`config.mk`:
```
export PLATFORM = sky130hd
export DESIGN_NAME = key_combo_press_classifier_core
export DESIGN_NICKNAME = d
export VERILOG_FILES = /design/src/kcpc_pkg.sv /design/src/key_combo_press_classifier_core.sv
export SDC_FILE = /design/constraint.sdc
export NUM_CORES = 1
export LEC_CHECK = 0
export BUFFER_PORTS_ARGS = -buffer_cell sky130_fd_sc_hd__buf_2
export CORE_UTILIZATION = 65
export DETAILED_ROUTE_END_ITERATION = 7
export GPL_TIMING_DRIVEN = 0
export PLACE_DENSITY_LB_ADDON = 0.3
export SLEW_MARGIN = 20
export SYNTH_ARGS = -nofsm -noshare
export SYNTH_HDL_FRONTEND = slang
export SYNTH_SLANG_ARGS = --single-unit
```
`constraint.sdc`:
```
create_clock -name clk -period 14.35 [get_ports clk]
set_input_delay 0 -clock clk [delete_from_list [all_inputs] [get_ports clk]]
set_output_delay 0 -clock clk [all_outputs]
set_load 0.01 [all_outputs]
```
`src/kcpc_pkg.sv`:
```
// Package: shared types, codes and constants of the key combination press classifier.
`timescale 1ns / 1ps

package kcpc_pkg;

    localparam int COUNTER_BITS = 12;
    localparam int LIMIT_W      = 12;
    localparam int CMP_W        = (COUNTER_BITS > LIMIT_W) ? COUNTER_BITS : LIMIT_W;
    localparam int NUM_COMBOS   = 7;
    localparam int DATA_W       = 12;
    localparam int IDX_W        = 3;

    typedef logic [COUNTER_BITS-1:0] cnt_t;
    typedef logic [LIMIT_W-1:0]      limit_t;
    typedef logic [2:0]              combo_t;

    typedef enum logic [1:0] {
        FLAG_NONE  = 2'd0,
        FLAG_SHORT = 2'd1,
        FLAG_LONG  = 2'd2
    } flag_t;

    typedef enum logic [1:0] {
        EVT_NONE  = 2'd0,
        EVT_SHORT = 2'd1,
        EVT_LONG  = 2'd2
    } held_evt_t;

    typedef enum logic [2:0] {
        REL_NONE  = 3'd0,
        REL_POWER = 3'd1,
        REL_NET   = 3'd2,
        REL_MODE  = 3'd3,
        REL_ALL   = 3'd4
    } rel_t;

    localparam combo_t COMBO_POWER      = 3'd0;
    localparam combo_t COMBO_NET        = 3'd1;
    localparam combo_t COMBO_MODE       = 3'd2;
    localparam combo_t COMBO_ALL        = 3'd3;
    localparam combo_t COMBO_NET_MODE   = 3'd4;
    localparam combo_t COMBO_POWER_MODE = 3'd5;
    localparam combo_t COMBO_POWER_NET  = 3'd6;

    typedef enum logic [IDX_W-1:0] {
        REG_DEBOUNCE      = 3'd0,
        REG_LONG_POWER    = 3'd1,
        REG_LONG_NET_MODE = 3'd2,
        REG_LONG_OTHER    = 3'd3,
        REG_CLICK_WINDOW  = 3'd4,
        REG_CLICK_TARGET  = 3'd5
    } reg_idx_t;

    typedef struct packed {
        logic      multi_click;
        rel_t      release_short;
        combo_t    held_combo;
        held_evt_t held_event;
        logic [2:0] key_mask;
    } result_t;

    function automatic combo_t combo_of_mask(input logic [2:0] mask);
        combo_t c;
        case (mask)
            3'b001:  c = COMBO_POWER;
            3'b010:  c = COMBO_NET;
            3'b011:  c = COMBO_POWER_NET;
            3'b100:  c = COMBO_MODE;
            3'b101:  c = COMBO_POWER_MODE;
            3'b110:  c = COMBO_NET_MODE;
            3'b111:  c = COMBO_ALL;
            default: c = COMBO_POWER;
        endcase
        return c;
    endfunction

endpackage

```
`src/key_combo_press_classifier_core.sv`:
```
// Top level: key combination short/long press classifier with click counting.
//
//  channel   dir  fields (lowest bit up)
//  s_axis    in   tdata[7:0]: power_level, net_level, mode_level, zero pad
//  m_axis    out  tdata[15:0]: key_mask[2:0], held_event[4:3], held_combo[7:5],
//                 release_short[10:8], multi_click[11], zero pad
//  cfg       in   cfg_wr_en, cfg_addr (register index), cfg_wdata[11:0]
//
// One item per cycle unless m_axis_tready holds the output: an input register,
// one pass of counter/flag update logic, and an output register; tvalid rises
// once the item moves from the input into the output register. While a result
// waits for m_axis_tready, a new item is taken only into an empty input register.
// rst_n clears all counters, flags, click state and restores register defaults.
`timescale 1ns / 1ps

module key_combo_press_classifier_core
    import kcpc_pkg::*;
(
    input  logic              clk,
    input  logic              rst_n,
    input  logic              s_axis_tvalid,
    output logic              s_axis_tready,
    input  logic [7:0]        s_axis_tdata,   // power_level, net_level, mode_level
    output logic              m_axis_tvalid,
    input  logic              m_axis_tready,
    output logic [15:0]       m_axis_tdata,   // key_mask, held_event, held_combo,
                                              // release_short, multi_click
    input  logic              cfg_wr_en,
    input  logic [IDX_W-1:0]  cfg_addr,
    input  logic [DATA_W-1:0] cfg_wdata
);

    logic [7:0]   debounce_reg;
    limit_t       long_power_reg;
    limit_t       long_net_mode_reg;
    limit_t       long_other_reg;
    logic [7:0]   click_window_reg;
    logic [3:0]   click_target_reg;

    logic         in_valid_reg;
    logic [2:0]   in_data_reg;
    logic         out_valid_reg;
    result_t      out_data_reg;

    cnt_t         hold_cnt_reg  [NUM_COMBOS];
    cnt_t         hold_cnt_next [NUM_COMBOS];
    flag_t        flag_reg      [NUM_COMBOS];
    flag_t        flag_next     [NUM_COMBOS];
    logic [7:0]   click_timer_reg;
    logic [7:0]   click_timer_next;
    logic [3:0]   click_count_reg;
    logic [3:0]   click_count_next;

    logic         advance;
    logic [2:0]   mask;
    combo_t       combo;
    cnt_t         cnt_sel;
    limit_t       limit_sel;
    logic [3:0]   count_inc;
    result_t      result;
    logic         any_flag;

    assign advance       = in_valid_reg && (!out_valid_reg || m_axis_tready);
    assign s_axis_tready = !in_valid_reg || advance;
    assign m_axis_tvalid = out_valid_reg;
    assign m_axis_tdata  = {4'b0, out_data_reg};

    always_ff @(posedge clk or negedge rst_n)
    begin
        if (!rst_n)
        begin
            debounce_reg      <= 8'd4;
            long_power_reg    <= limit_t'(299);
            long_net_mode_reg <= limit_t'(400);
            long_other_reg    <= limit_t'(200);
            click_window_reg  <= 8'd50;
            click_target_reg  <= 4'd4;
        end
        else if (cfg_wr_en)
        begin
            unique case (cfg_addr)
                REG_DEBOUNCE:      debounce_reg      <= cfg_wdata[7:0];
                REG_LONG_POWER:    long_power_reg    <= cfg_wdata[LIMIT_W-1:0];
                REG_LONG_NET_MODE: long_net_mode_reg <= cfg_wdata[LIMIT_W-1:0];
                REG_LONG_OTHER:    long_other_reg    <= cfg_wdata[LIMIT_W-1:0];
                REG_CLICK_WINDOW:  click_window_reg  <= cfg_wdata[7:0];
                REG_CLICK_TARGET:  click_target_reg  <= cfg_wdata[3:0];
                default:           ;
            endcase
        end
    end

    always_ff @(posedge clk or negedge rst_n)
    begin
        if (!rst_n)
        begin
            in_valid_reg  <= 1'b0;
            out_valid_reg <= 1'b0;
        end
        else
        begin
            if (s_axis_tready)
            begin
                in_valid_reg <= s_axis_tvalid;
            end
            if (advance)
            begin
                out_valid_reg <= 1'b1;
            end
            else if (m_axis_tready)
            begin
                out_valid_reg <= 1'b0;
            end
        end
    end

    always_ff @(posedge clk)
    begin
        if (s_axis_tready && s_axis_tvalid)
        begin
            in_data_reg <= s_axis_tdata[2:0];
        end
        if (advance)
        begin
            out_data_reg <= result;
        end
    end

    always_ff @(posedge clk or negedge rst_n)
    begin
        if (!rst_n)
        begin
            for (int i = 0; i < NUM_COMBOS; i++)
            begin
                hold_cnt_reg[i] <= '0;
                flag_reg[i]     <= FLAG_NONE;
            end
            click_timer_reg <= '0;
            click_count_reg <= '0;
        end
        else if (advance)
        begin
            for (int i = 0; i < NUM_COMBOS; i++)
            begin
                hold_cnt_reg[i] <= hold_cnt_next[i];
                flag_reg[i]     <= flag_next[i];
            end
            click_timer_reg <= click_timer_next;
            click_count_reg <= click_count_next;
        end
    end

    always_comb
    begin
        mask      = {~in_data_reg[2], ~in_data_reg[1], in_data_reg[0]};
        combo     = combo_of_mask(mask);
        cnt_sel   = hold_cnt_reg[combo];
        count_inc = '0;
        case (combo)
            COMBO_POWER:    limit_sel = long_power_reg;
            COMBO_NET_MODE: limit_sel = long_net_mode_reg;
            default:        limit_sel = long_other_reg;
        endcase

        result               = '0;
        result.key_mask      = mask;
        result.held_event    = EVT_NONE;
        result.release_short = REL_NONE;

        for (int i = 0; i < NUM_COMBOS; i++)
        begin
            hold_cnt_next[i] = hold_cnt_reg[i];
            flag_next[i]     = flag_reg[i];
        end

        // Timer runs down on each item that advances; an expired window drops the click count.
        if (click_timer_reg != 8'd0)
        begin
            click_timer_next = click_timer_reg - 8'd1;
            click_count_next = click_count_reg;
        end
        else
        begin
            click_timer_next = '0;
            click_count_next = '0;
        end

        if (mask == 3'b000)
        begin
            if (flag_reg[COMBO_POWER_NET] != FLAG_NONE)
            begin
                result.release_short = REL_NONE;
            end
            else if (flag_reg[COMBO_POWER] == FLAG_SHORT)
            begin
                result.release_short = REL_POWER;
                if (click_timer_next != 8'd0)
                begin
                    count_inc = click_count_next + 4'd1;
                    if (count_inc >= click_target_reg)
                    begin
                        click_count_next   = '0;
                        result.multi_click = 1'b1;
                    end
                    else
                    begin
                        click_count_next = count_inc;
                    end
                end
                click_timer_next = click_window_reg;
            end
            else if (flag_reg[COMBO_NET] == FLAG_SHORT)
            begin
                result.release_short = REL_NET;
            end
            else if (flag_reg[COMBO_MODE] == FLAG_SHORT)
            begin
                result.release_short = REL_MODE;
            end
            else if (flag_reg[COMBO_ALL] == FLAG_SHORT)
            begin
                result.release_short = REL_ALL;
            end
            for (int i = 0; i < NUM_COMBOS; i++)
            begin
                hold_cnt_next[i] = '0;
                flag_next[i]     = FLAG_NONE;
            end
        end
        else
        begin
            result.held_combo = combo;
            if (flag_reg[combo] != FLAG_LONG)
            begin
                if (cnt_sel != {COUNTER_BITS{1'b1}})
                begin
                    cnt_sel = cnt_sel + cnt_t'(1);
                    if (CMP_W'(cnt_sel) == CMP_W'(debounce_reg))
                    begin
                        flag_next[combo]  = FLAG_SHORT;
                        result.held_event = EVT_SHORT;
                    end
                end
                if (CMP_W'(cnt_sel) > CMP_W'(limit_sel))
                begin
                    flag_next[combo]  = FLAG_LONG;
                    result.held_event = EVT_LONG;
                end
                hold_cnt_next[combo] = cnt_sel;
            end
        end
    end

    always_comb
    begin
        any_flag = 1'b0;
        for (int i = 0; i < NUM_COMBOS; i++)
        begin
            any_flag = any_flag || (flag_reg[i] != FLAG_NONE);
        end
    end

    a_multi_on_power_release: assert property (@(posedge clk) disable iff (!rst_n)
        (out_valid_reg && out_data_reg.multi_click) |->
            (out_data_reg.release_short == REL_POWER))
        else $error("multi-click reported without a power release");

    a_hold_release_exclusive: assert property (@(posedge clk) disable iff (!rst_n)
        (out_valid_reg && (out_data_reg.held_event != EVT_NONE)) |->
            (out_data_reg.release_short == REL_NONE && out_data_reg.key_mask != 3'b000))
        else $error("held event and release reported together");

    a_release_clears_flags: assert property (@(posedge clk) disable iff (!rst_n)
        (advance && in_data_reg == 3'b110) |=> !any_flag)
        else $error("flags not cleared after release");

    a_stall_only_when_full: assert property (@(posedge clk) disable iff (!rst_n)
        !s_axis_tready |-> (in_valid_reg && out_valid_reg && !m_axis_tready))
        else $error("input stalled while output side can move");

endmodule
```
==> results.yml <==
outcome:
  status: "complete, but fails checks"
  violations: "design-rule violations"
global_route:
  grt.overflow.total: 0
  grt_pass1_vias: 7771
  antenna_found_initial: 0
  grt_pass1_wl_mm: 41.0
  grt_max_degree: 102
  grt_use_total_pct: 36.0
floorplanning:
  die_w_um: 124
  die_h_um: 124
  coreArea_um2: 14500
  initial_utilization_pct: 66.4
  dieArea_um2: 15300
  num_rows: 44
  boundaryPins: 46
sta:
  maxSlewViolCount: 0
  fmax_ghz: 0.142
  rsz0062_at_grt: "false"
  timing.slew.headroom_pct: 17.5
  fin_setup_tns_ns: 0
  setup_violations: 0
  period_minus_slack_ns: 7.03
  worst_pin_slew_ns: 1.23
  fin_hold_ws_ns: 0.0789
  finalCritPeriodShare_pct: 49.0
  hold_viol: 0
  skew_ns: 0.0108
logic_synthesis:
  synth_warnings: 0
  ys_types: 79
  synthTopCellsByArea: "dfrtp_1 (39%), mux2_2 (8.9%), o21ai_0 (6.2%)"
  ys.flop_type: "dfrtp_1"
  avgSynthCellArea_um2: 10.0
  ys_seq_area_share_pct: 48.4
  syn_area_um2: 9650
  synth_top_area_share_pct: 39.4
  yosys.area.top_type: "dfrtp_1"
  ys_ff_latch: 183
  synthCells: 965
  synth-async-reset-ratio_pct: 91.8
  synth_edf_count: 15
setup_path:
  worstPathMaxFanout: 10
  endpoint_kind: "flop"
  crit_required_ns: 14.69
  start_kind: "flop"
  worstSetupPathType: "flop to flop"
  worst-r2r-setup-slack_ns: 7.32
  worstPathArrival_ns: 7.38
pwr:
  peakVddDrop_mv: 0.0969
  power.share.switching_pct: 32.4
  power.internal_uw: 1050
  switchingPower_uw: 505
  power.leakage_uw: 0.00475
  p_per_area_nw_per_um2: 143
  p_clk_share_pct: 30.7
  pwr-share-seq_pct: 44.6
  comb_power_share_pct: 24.7
route:
  drt-pass1-iter-count: 8
  vias_per_cell: 6.60
  drcViolationCount: 10
  drt-total-wl_mm: 26.1
  vias: 8193
  wl_per_cell_um: 21.0
  final_antenna_net_count: 0
  drt-initial-drc-count: 1066
placed_design:
  gp_congestion: 0.949
  dpl_cell_area_um2: 10100
  post-dp-hpwl_mm: 17.9
  port_buffers: 36
clock_tree:
  clock_latency_ns: 0.44
  cts_tree: "yes"
  post_cts_buffers: 0
  cts_max_path_buffers: 2
  cts-root-buf: "clkbuf_16"
  clk_pin_slew_ns: 0.07
  numCtsBuffers: 17
  cts_max_level: 4
  clock_sinks: 183
worst_hold_path:
  hold_class: "input pin to flop"
cells_and_area:
  final_common_cell: "dfrtp_1"
  layout_common_cells: "dfrtp_1 (152), o21ai_0 (120), nand2_1 (92)"
  stdcell_area_um2: 10900
  finalNetCount: 1091
  largest_reg_flops: 84
  drive_gt1_share_pct: 19.6
  areaGrowthSynthToFinish_pct: 13.0
flow_run:
  cap_viol_max_count: 0
layout make-up:
class | count | area (µm²)
clock inverter | 14 | 164
timing repair buffer | 56 | 408
buffer | 61 | 314
sequential | 183 | 4670
antenna | 1 | 2.50
tap | 184 | 230
fill | 1003 | 3630
inverter | 33 | 124
multi-input combinational | 691 | 4560
clock buffer | 18 | 429
critical path: stages (launching register included):
cell,delay [ns]
edfxtp_1,0.53
or3b_1,0.21
buf_2,0.24
o22ai_1,0.17
nor4_2,0.57
ha_1,0.39
inv_1,0.12
or3b_1,0.46
or3_1,0.44
nor3b_2,0.29
and2_1,0.16
clkbuf_1,0.44
mux2i_1,0.67
inv_1,0.11
ha_1,0.33
nor2b_1,0.13
o21a_1,0.16
o21a_1,0.15
o21ai_0,0.14
a31oi_1,0.23
or4_1,0.59
buf_2,0.20
o31ai_2,0.19
path summary, 6_finish.rpt:
check | from | to | cells after the start
worst max register to register | in_data_reg[2] | flag_reg[2] | 22
max in group asynchronous | rst_n | long_power_reg[5] | 3
min in group asynchronous | rst_n | m_axis_tvalid | 2
worst min register to register | in_data_reg[0] | m_axis_tdata[0] | 0
worst max-delay path | in_data_reg[2] | flag_reg[2] | 22
worst min-delay path | cfg_addr[0] | long_net_mode_reg[0] | 3
power by group through the flow:
stage                     Combinational, µW  Sequential, µW  Clock (µW)
final                                   384             695         478
after global placement                  356             695           0
after global routing                    427             705         500
after floorplan                         272             682           0
after detailed placement                368             701           0
after CTS                               377             692         479
stage by stage:
| stage | total power (µW) | std cells | worst slack, ns | util, % |
|---|---|---|---|---|
| 6_report | 1560 | 1241 | 7.32 | 75.1 |
| 5_1_grt | 1630 | 1240 | 6.90 | 75.0 |
| 4_1_cts | 1550 | 1240 | 7.44 | 75.0 |
| 3_5_place_dp | 1070 | 1189 | 7.48 | 69.6 |
| 3_3_place_gp | 1050 | 1188 | 7.50 | 69.3 |
| 2_1_floorplan | 954 | 968 | 8.84 | - |
synth_stat cells (9+ instances only):
| master | number |
|---|---|
| xnor2_1 | 9 |
| ha_1 | 20 |
| mux2_2 | 76 |
| nand2_1 | 92 |
| a31oi_1 | 10 |
| nand3_1 | 50 |
| nor3_1 | 23 |
| o21ai_0 | 120 |
| dfrtp_1 | 152 |
| nor2b_1 | 13 |
| nor2_1 | 67 |
| clkbuf_1 | 38 |
| dfstp_2 | 16 |
| nand2b_1 | 9 |
| a21oi_1 | 36 |
| buf_4 | 10 |
| o22ai_1 | 11 |
| edfxtp_1 | 15 |
| inv_1 | 30 |
| mux2i_1 | 16 |
per-layer routing:
layer	GRT usage [%]	share of wire (%)	wire (µm)
met3	10.2	9.5	2470
met1	46.1	40	10300
met4	14.3	2.8	722
met2	57.8	48	12600
met5	0	0	0
cell families after synthesis:
group	share of synthesized area (%)
AOI/OAI and AO/OA	15.4
xor gates and xnor gates	1.50
adders and majority gates	2.59
buffers and inverters	4.54
DFF	48.4
muxes	11.0
other	0.0389
and+or+nand+nor	16.5
what timing repair did:
action	CTS	global route
hold endpoints to repair	131	0
resized for setup	0	0
hold buffers	19	0
No activity file was read; power rests on OpenSTA's default activity.
